**src/xsr_pkg.sv**
```systemverilog
package xsr_pkg;

  // operation codes of the kind field
  typedef enum logic [3:0] {
    OP_AND = 4'd0,
    OP_OR  = 4'd1,
    OP_XOR = 4'd2,
    OP_SHL = 4'd3,
    OP_SHR = 4'd4,
    OP_SAR = 4'd5,
    OP_ROL = 4'd6,
    OP_ROR = 4'd7,
    OP_RCL = 4'd8,
    OP_RCR = 4'd9
  } kind_t;

  localparam logic [15:0] WIDE_MASK   = 16'hFFFF;
  localparam logic [15:0] NARROW_MASK = 16'h00FF;
  localparam logic [15:0] WIDE_TOP    = 16'h8000;
  localparam logic [15:0] NARROW_TOP  = 16'h0080;
  localparam logic [7:0]  COUNT_MASK_286 = 8'h1F;

  typedef struct packed {
    logic [3:0]  kind;
    logic        wide;
    logic [15:0] operand_a;
    logic [15:0] operand_b;
    logic        carry_in;
    logic        overflow_in;
  } in_item_t;

  typedef struct packed {
    logic [15:0] result;
    logic        carry_out;
    logic        overflow_out;
    logic        zero_flag;
    logic        sign_flag;
    logic        parity_flag;
    logic        szp_written;
  } out_item_t;

  // control handed to the one-bit step unit
  typedef struct packed {
    kind_t kind;
    logic  wide;
  } step_ctl_t;

  // zero/sign/parity status
  typedef struct packed {
    logic zf;
    logic sf;
    logic pf;
  } szp_t;

  function automatic logic [15:0] width_mask(input logic wide);
    width_mask = wide ? WIDE_MASK : NARROW_MASK;
  endfunction

  function automatic logic [15:0] top_mask(input logic wide);
    top_mask = wide ? WIDE_TOP : NARROW_TOP;
  endfunction

endpackage

```
**src/xsr_step.sv**
```systemverilog
module xsr_step
  import xsr_pkg::*;
(
  input  step_ctl_t   ctl,
  input  logic [15:0] res_i,
  input  logic        cf_i,
  output logic [15:0] res_o,
  output logic        cf_o
);

  logic [15:0] msk;
  logic [15:0] top;
  logic        top_bit;

  always_comb begin
    msk     = width_mask(ctl.wide);
    top     = top_mask(ctl.wide);
    top_bit = |(res_i & top);
    res_o   = res_i;
    cf_o    = cf_i;
    case (ctl.kind)
      OP_SHL: begin
        cf_o  = top_bit;
        res_o = (res_i << 1) & msk;
      end
      OP_SHR: begin
        cf_o  = res_i[0];
        res_o = res_i >> 1;
      end
      OP_SAR: begin
        cf_o  = res_i[0];
        res_o = (res_i >> 1) | (res_i & top);
      end
      OP_ROL: begin
        cf_o  = top_bit;
        res_o = ((res_i << 1) & msk) | {15'd0, top_bit};
      end
      OP_ROR: begin
        cf_o  = res_i[0];
        res_o = (res_i >> 1) | (res_i[0] ? top : 16'd0);
      end
      OP_RCL: begin
        cf_o  = top_bit;
        res_o = ((res_i << 1) & msk) | {15'd0, cf_i};
      end
      OP_RCR: begin
        cf_o  = res_i[0];
        res_o = (res_i >> 1) | (cf_i ? top : 16'd0);
      end
      default: begin
        res_o = res_i;
        cf_o  = cf_i;
      end
    endcase
  end

endmodule

```
**src/xsr_flags.sv**
```systemverilog
module xsr_flags
  import xsr_pkg::*;
(
  input  logic        wide,
  input  logic [15:0] res,
  output szp_t        szp
);

  always_comb begin
    szp.zf = ((res & width_mask(wide)) == 16'd0);
    szp.sf = |(res & top_mask(wide));
    szp.pf = ~^res[7:0];
  end

endmodule

```
**src/x86_logic_shift_rotate_unit.sv**
```systemverilog
// 8086-style logic/shift/rotate slice for 8- or 16-bit operands. One item is
// in flight at a time: in_stall stays high from the accepting edge until the
// result transfer completes. Logic ops and undefined kinds finish without
// stepping; shifts and rotates take count one-bit steps, where count is the
// low byte of operand_b (0..255), or its low five bits (0..31) when
// mask_count_286 is set, since a single one-bit step unit is applied once
// per cycle. The result is captured into out_data when stepping ends and is
// held with out_valid until it is taken. mask_count_286 is written through
// cfg_wr_en/cfg_wr_data and should only change while the block is idle.
module x86_logic_shift_rotate_unit
  import xsr_pkg::*;
(
  input  logic      clk,
  input  logic      rst_n,
  // configuration
  input  logic      cfg_wr_en,
  input  logic      cfg_wr_data,
  // input channel
  input  logic      in_valid,
  output logic      in_stall,
  input  in_item_t  in_data,
  // result channel
  output logic      out_valid,
  input  logic      out_stall,
  output out_item_t out_data
);

  // one-hot sequencer: idle, stepping, result waiting
  typedef enum logic [2:0] {
    ST_IDLE = 3'b001,
    ST_RUN  = 3'b010,
    ST_DONE = 3'b100
  } state_t;

  state_t state_r, state_nxt;
  logic   mask_r;

  // working registers of the item in flight
  kind_t       kind_r;
  logic        wide_r;
  logic [15:0] res_r;
  logic        cf_r;
  logic        of_r;
  logic [7:0]  cnt_r;
  logic        cnt_one_r;   // count was exactly one: overflow rule applies
  logic        szp_r;       // zero/sign/parity get written
  logic        a_top_r;     // top bit of the original operand, for shr
  out_item_t   out_r;

  // accept-side decode
  logic        in_fire;
  logic [15:0] a_m;
  logic [15:0] b_m;
  logic [15:0] logic_res;
  logic [7:0]  cnt_load;
  logic        is_logic;
  logic        is_shift;
  logic        is_shrot;

  // step unit and finish logic
  step_ctl_t   step_ctl;
  logic [15:0] step_res;
  logic        step_cf;
  szp_t        szp;
  logic        msb;
  logic        nxt_bit;
  logic        of_fin;
  logic        finish;

  assign in_stall  = (state_r != ST_IDLE);
  assign in_fire   = in_valid && !in_stall;
  assign out_valid = (state_r == ST_DONE);
  assign out_data  = out_r;
  assign finish    = (state_r == ST_RUN) && (cnt_r == 8'd0);

  always_comb begin
    a_m      = in_data.operand_a & width_mask(in_data.wide);
    b_m      = in_data.operand_b & width_mask(in_data.wide);
    cnt_load = mask_r ? (in_data.operand_b[7:0] & COUNT_MASK_286)
                      : in_data.operand_b[7:0];
    is_logic = (in_data.kind <= OP_XOR);
    is_shift = (in_data.kind >= OP_SHL) && (in_data.kind <= OP_SAR);
    is_shrot = (in_data.kind >= OP_SHL) && (in_data.kind <= OP_RCR);
    case (in_data.kind)
      OP_AND:  logic_res = a_m & b_m;
      OP_OR:   logic_res = a_m | b_m;
      OP_XOR:  logic_res = a_m ^ b_m;
      default: logic_res = a_m;
    endcase
  end

  // the shared one-bit shifter
  assign step_ctl.kind = kind_r;
  assign step_ctl.wide = wide_r;

  xsr_step u_step (
    .ctl   (step_ctl),
    .res_i (res_r),
    .cf_i  (cf_r),
    .res_o (step_res),
    .cf_o  (step_cf)
  );

  xsr_flags u_flags (
    .wide (wide_r),
    .res  (res_r),
    .szp  (szp)
  );

  // overflow for a count of one, from the final value (shr: from the original top bit)
  always_comb begin
    msb     = |(res_r & top_mask(wide_r));
    nxt_bit = |(res_r & (top_mask(wide_r) >> 1));
    of_fin  = of_r;
    if (cnt_one_r) begin
      case (kind_r) inside
        OP_SHL, OP_ROL, OP_RCL: of_fin = msb ^ cf_r;
        OP_SHR:                 of_fin = a_top_r;
        OP_SAR:                 of_fin = 1'b0;
        OP_ROR, OP_RCR:         of_fin = msb ^ nxt_bit;
        default:                of_fin = of_r;
      endcase
    end
  end

  always_comb begin
    state_nxt = state_r;
    unique case (state_r)
      ST_IDLE: if (in_fire) state_nxt = ST_RUN;
      ST_RUN:  if (cnt_r == 8'd0) state_nxt = ST_DONE;
      ST_DONE: if (!out_stall) state_nxt = ST_IDLE;
      default: state_nxt = ST_IDLE;
    endcase
  end

  always_ff @(posedge clk) begin
    if (!rst_n) begin
      state_r <= ST_IDLE;
      mask_r  <= 1'b0;
    end else begin
      state_r <= state_nxt;
      if (cfg_wr_en) mask_r <= cfg_wr_data;
    end
  end

  // datapath: load on accept, one step per cycle, capture on finish
  always_ff @(posedge clk) begin
    if (in_fire) begin
      kind_r    <= kind_t'(in_data.kind);
      wide_r    <= in_data.wide;
      res_r     <= is_logic ? logic_res : a_m;
      cf_r      <= is_logic ? 1'b0 : in_data.carry_in;
      of_r      <= is_logic ? 1'b0 : in_data.overflow_in;
      cnt_r     <= is_shrot ? cnt_load : 8'd0;
      cnt_one_r <= is_shrot && (cnt_load == 8'd1);
      szp_r     <= is_logic || (is_shift && (cnt_load != 8'd0));
      a_top_r   <= |(a_m & top_mask(in_data.wide));
    end else if ((state_r == ST_RUN) && (cnt_r != 8'd0)) begin
      res_r <= step_res;
      cf_r  <= step_cf;
      cnt_r <= cnt_r - 8'd1;
    end
  end

  always_ff @(posedge clk) begin
    if (finish) begin
      out_r.result       <= res_r & width_mask(wide_r);
      out_r.carry_out    <= cf_r;
      out_r.overflow_out <= of_fin;
      out_r.zero_flag    <= szp_r && szp.zf;
      out_r.sign_flag    <= szp_r && szp.sf;
      out_r.parity_flag  <= szp_r && szp.pf;
      out_r.szp_written  <= szp_r;
    end
  end

endmodule

```
**config.mk**
```make
export PLATFORM = sky130hd
export DESIGN_NAME = x86_logic_shift_rotate_unit
export DESIGN_NICKNAME = d
export VERILOG_FILES = /design/src/xsr_pkg.sv /design/src/xsr_step.sv /design/src/xsr_flags.sv /design/src/x86_logic_shift_rotate_unit.sv
export SDC_FILE = /design/constraint.sdc
export NUM_CORES = 1
export LEC_CHECK = 0
export ABC_AREA = 1
export BUFFER_PORTS_ARGS = -buffer_cell sky130_fd_sc_hd__buf_2
export CORE_UTILIZATION = 30
export DETAILED_ROUTE_END_ITERATION = 12
export MAX_ROUTING_LAYER = met4
export SETUP_SLACK_MARGIN = 0.02
export SLEW_MARGIN = 30
export SYNTH_ARGS = -nofsm -noshare
export SYNTH_HDL_FRONTEND = slang
export SYNTH_SLANG_ARGS = --single-unit
```
**constraint.sdc**
```tcl
create_clock -name clk -period 5.8 [get_ports clk]
set_clock_uncertainty 0.15 [all_clocks]
set_input_delay 0.87 -clock clk [delete_from_list [all_inputs] [get_ports clk]]
set_output_delay 0.87 -clock clk [all_outputs]
set_load 0.02 [all_outputs]
```
Word level (Yosys, flattened, before mapping)

Index checks and enable logic that the tools add are counted.

Mux-type cells: 28
Order comparisons: 4
Eq/ne operators: 17
Divide/modulo/power cells: 0
$add $sub $neg: 1
Multipliers: 0
Shifts and indexed selects: 0
Bitwise operators: 17
Reduce and logical (&&, ||, !) cells: 30

Operators with widths:

| cell                                                                   | count |
|---|---|
| 16-bit two-way mux                                                     | 9 |
| 16-bit bitwise AND                                                     | 7 |
| 16-bit case mux with 7 select lines                                    | 1 |
| 15-bit by 16-bit OR with 16-bit output                                 | 3 |
| 16-bit case mux with 3 select lines                                    | 1 |
| 16-bit OR reduction                                                    | 3 |
| 8-bit two-way mux                                                      | 4 |
| 16-bit by 1-bit OR with 16-bit output                                  | 2 |
| 8-bit nonzero test                                                     | 3 |
| 16-bit by 15-bit bitwise AND with 16-bit output                        | 1 |
| 4-bit by 3-bit equality test with 1-bit output (second input constant) | 4 |
| 16-bit zero test                                                       | 1 |
| 16-bit OR                                                              | 1 |
| 16-bit XOR                                                             | 1 |
| 1-bit logical AND                                                      | 10 |
| 3-bit two-way mux                                                      | 3 |
| 3-bit case mux with 3 select lines                                     | 1 |
| 4-bit by 2-bit equality test with 1-bit output (second input constant) | 2 |
| 4-bit equality test (second input constant)                            | 2 |
| 8-bit by 1-bit equality test with 1-bit output (second input constant) | 1 |
| 8-bit zero test                                                        | 1 |
| 1-bit two-way mux                                                      | 8 |
| 8-bit XNOR reduction                                                   | 1 |
| 8-bit by 1-bit subtractor with 8-bit output (second input constant)    | 1 |
| 23 further kinds                                                       | 26 |

Memory bits (read-only): 0
Bits in latches: 0
Flip-flop bits (word level): 60
Word-level logic and storage cells: 115
Memories: 0
Bits of input ports: 45
Memory bits (writable): 0

Longest topological paths before layout

Depth after elaboration: 9
Depth in mapped cells: 10
Gate-level depth less buffers: 10

By module

A second synthesis with hierarchy kept.

Cell total of the unflattened synthesis: 600
Area, all modules: 4,539.4 µm²

Modules (own cells, without submodules):

| module                      | times used | cells an instance | area an instance (µm²) |
|---|---|---|---|
| x86_logic_shift_rotate_unit | 1          | 437               | 3,699.8 |
| xsr_step                    | 1          | 125               | 630.6 |
| xsr_flags                   | 1          | 38                | 209.0 |

Worst setup path after synthesis

No wires, ideal clock.

Path kind: input -> register
Start: input port in_valid
End: register res_r[0] (enable)
Arrival time: 1.870 ns
Setup slack: 3.416 ns
Cell stages on the path: 6
Setup time: 0.364 ns
Cell sequence: inv_1 > nor2_2 > inv_2 > nand2_1 > o31ai_1 > inv_1

Cells in the longest elaborated chain, start to end: 3
Elaborated cells between the ends (all ways): 4
Classes of those cells: 4 x reduce/logical

RTL lines:

| item                                                               | RTL line                           | RTL |
|---|---|---|
| from (decl)                                                        | x86_logic_shift_rotate_unit.sv:19  | `input logic in_valid,` |
| 1-bit logical AND *                                                | x86_logic_shift_rotate_unit.sv:71  | `assign in_fire = in_valid && !in_stall;` |
| 8-bit nonzero test (no line) or 2-bit nonzero test (tied branches) | -                                  |  |
| 2-bit AND reduction (no line) *                                    | -                                  |  |
| to (signal assigned)                                               | x86_logic_shift_rotate_unit.sv:151 | `res_r <= is_logic ? logic_res : a_m;` |
| to (signal assigned)                                               | x86_logic_shift_rotate_unit.sv:159 | `res_r <= step_res;` |
| to (decl)                                                          | x86_logic_shift_rotate_unit.sv:41  | `logic [15:0] res_r;` |

Mark *: on every way between the ends. The rest lies on a longest branch, timed or not.
A chain may end at the register's enable or synchronous reset.

Worst setup path in the final report

Start: input port in_valid
End: register res_r[8] (enable)

The elaborated chain is that of the path after synthesis.

==> run metrics <==
status=completed; Clock H-tree levels=3; Total Routed Length=9550 um; row cnt=42; die area=14,100 um2; CP Cell Sequence=buf_2 -> inv_1 -> nor2_2 -> buf_4 -> inv_2 -> nand2_1 -> o31ai_1 -> inv_1; Multi-input gate area=1900 um2; CTS tree=yes; IO Port Bufs=68; initial DRC count=roughly 280; vias in the first global route=between 3k and 4k; Reg area=roughly 1800 um2; startpoint types=primary input; Synth Area in Adders=11.6%; CTS buffer count=9; Max IR drop VDD=approximately 0.16 mV; Slew @ Worst Pin=0.595 ns; final-report max-slew violation count=0; largest net degree at the start of global routing=31; Compound-Gate Fraction of Synth Area=between 10% and 20%; via/cell ratio=4.63; Area Growth Syn to Fin=20.5%; largest family of logic cells by synthesized area=simple AND/OR/NAND/NOR gates; CP max stage delay=0.46 ns; vias=3,465; Worst Path Arrival=2.74 ns; power density over the cells=just under 300 nW/um2; nets=651; clk sinks=60; setup slack, reg-to-reg=about 3.0 ns; Die W=119 um; critical path required time=5.61 ns; Ports=69; antenna violations before repair=0; Hold-fix buffers, CTS=0; sequential element share of the synthesized area=43.2%; Gate Count Post-Synth=about 500; All-Layer GR Usage=15.1%; Antenna Cells=0; final setup vio count=0; root buffer cell=clkbuf_16; final setup TNS=0 ns; Max Fanout on Critical Path=30; share of layout cells above drive strength 1=16.4%; setup bufs post-CTS=0; starting density of the core=between 30% and 40%; post-synthesis mux area share=0%; number of library cell types mapped by synthesis=34; CP Capture Type=flop; Final Util=37.2%; Setup CP Type=in -> reg; max cap viols=0; filler instances=~1.4k; first-pass GRT wire length=between 15,000 and 20,000 um; Synth Area in XOR/XNOR=around 1.1%; Max Clk Rate=around 340 MHz; Buf/Inv on CP=5; grt total ovfl=0; ANT nets after route=0; Post-Syn Area=4080 um2; Leakage=2.40 nW; die height=119 um; Post-CTS Resized=0; dominant cell type by area after synthesis=edfxtp_1; CORE AREA=13,200 um2; crit path time final=2.93 ns; delay-heaviest family, CP=buffers and inverters; Post-Synth Simple-Gate Area=22.6%; largest cells by area after synthesis=edfxtp_1, nand2_1, ha_1; most frequent CP cell=inv_1; DRC Markers=0; Fin. Hold Viols=0; clk_lat worst skew=0.33 ns; Rel. slew slack=60.2%; Clock Path Buffers=2; hold crit path type=reg -> reg; GPL Wtd Cong=0.846; Yosys top cell area share=41.2%; dpl hpwl=7480 um; Final period util=between 50% and 60%; warnings from Yosys=0; CP max-delay cell=inv_1; Mapped Nets=586; number of synthesized register bits=60; clk slew on worst S/H paths=0.05 ns; routed len/inst=12.7 um; TritonRoute pass-1 iters=5; Mean Syn Cell Area=about 8.1 um2; RSZ-0062 raised after global routing=false
==> sequential cells by signal (all words and copies together) (netlist names) <==
signal     flops
wide_r         1
szp_r          1
of_r           1
res_r         16
a_top_r        1
state_r        3
out_data      22
cnt_r          8
cnt_one_r      1
kind_r         4
cf_r           1
mask_r         1
==> power breakdown <==
part	switching (mW)	total, mW	internal, mW
Clock	0.180	0.641	0.461
Sequential	0.0248	0.548	0.523
Combinational	0.154	0.236	0.0820
Total	0.359	1.43	1.07
==> logic make-up after synthesis <==
| kind of cell | after synthesis |
|---|---|
| DFF | 60 |
| xor gates and xnor gates | 5 |
| adders and majority gates | 38 |
| and+or+nand+nor | 216 |
| AOI/OAI and AO/OA | 79 |
| buffers and inverters | 105 |
==> Yosys cell counts <==
master,n
dfxtp_1,4
nand2_4,1
buf_2,9
buf_4,3
o211ai_2,1
o2111ai_1,3
nor3_1,3
ha_1,38
nand2_1,136
o21ai_0,44
nor4_1,2
xnor2_1,2
o31ai_1,3
nand2_2,1
a21oi_1,14
nor2_1,30
nand3_4,1
edfxtp_1,56
nor2_2,3
nand3b_1,1
o211ai_1,8
buf_6,2
nand3_1,26
a31oi_1,1
or2_2,1
inv_1,88
inv_2,2
o21ai_1,1
xor2_1,3
nand4_1,9
o22ai_1,4
nor2_4,1
and2_1,1
clkbuf_1,1
==> layout by cell type (no fill, tap or decap), types with 2 or more instances in the layout <==
cell type / n
a21oi_1: 14
buf_2: 68
bufinv_16: 4
clkbuf_1: 2
clkbuf_16: 9
dfxtp_1: 4
edfxtp_1: 56
ha_1: 38
inv_1: 88
inv_2: 2
nand2_1: 136
nand3_1: 26
nand4_1: 9
nor2_1: 29
nor2_2: 3
nor2_4: 2
nor3_1: 3
nor4_1: 2
o2111ai_1: 3
o211ai_1: 8
o21ai_0: 44
o22ai_1: 4
o31ai_1: 3
xnor2_1: 2
xor2_1: 3
==> metrics by stage <==
stage	hold WS, ns	std cells	worst slack [ns]	area (um2)	power, mW
4_1_cts	0.325	749	2.85	4920	1.43
5_1_grt	0.348	749	2.67	4920	1.50
3_5_place_dp	0.313	733	2.50	4560	0.790
2_1_floorplan	0.276	503	3.42	4080	0.721
6_report	0.322	749	2.87	4920	1.43
3_3_place_gp	0.317	733	2.57	4560	0.783
==> path summary, 6_finish.rpt <==
check | from | end | cells past startpoint
worst max-delay path | in_valid | res_r[8] | 8
worst min-delay path | szp_r | out_data[0] | 0
worst max register to register | state_r[1] | res_r[8] | 8
worst min register to register | szp_r | out_data[0] | 0
==> routing by layer <==
metal | GRT usage (%) | share of wire [%]
met2 | 21.5 | 41
met1 | 20.5 | 51
met4 | 6.72 | 2.2
met5 | - | 0
met3 | 3.19 | 5.6
==> cell type report <==
type,count,share of cell area [%]
inverters,90,6.86
clock inverters,5,2.52
multi-input cells,338,38.5
clock buffers,11,4.73
repair buffers,69,7.07
flip-flops and latches,60,35.8
well taps,176,4.47
Power figures use the tool's default switching activity.
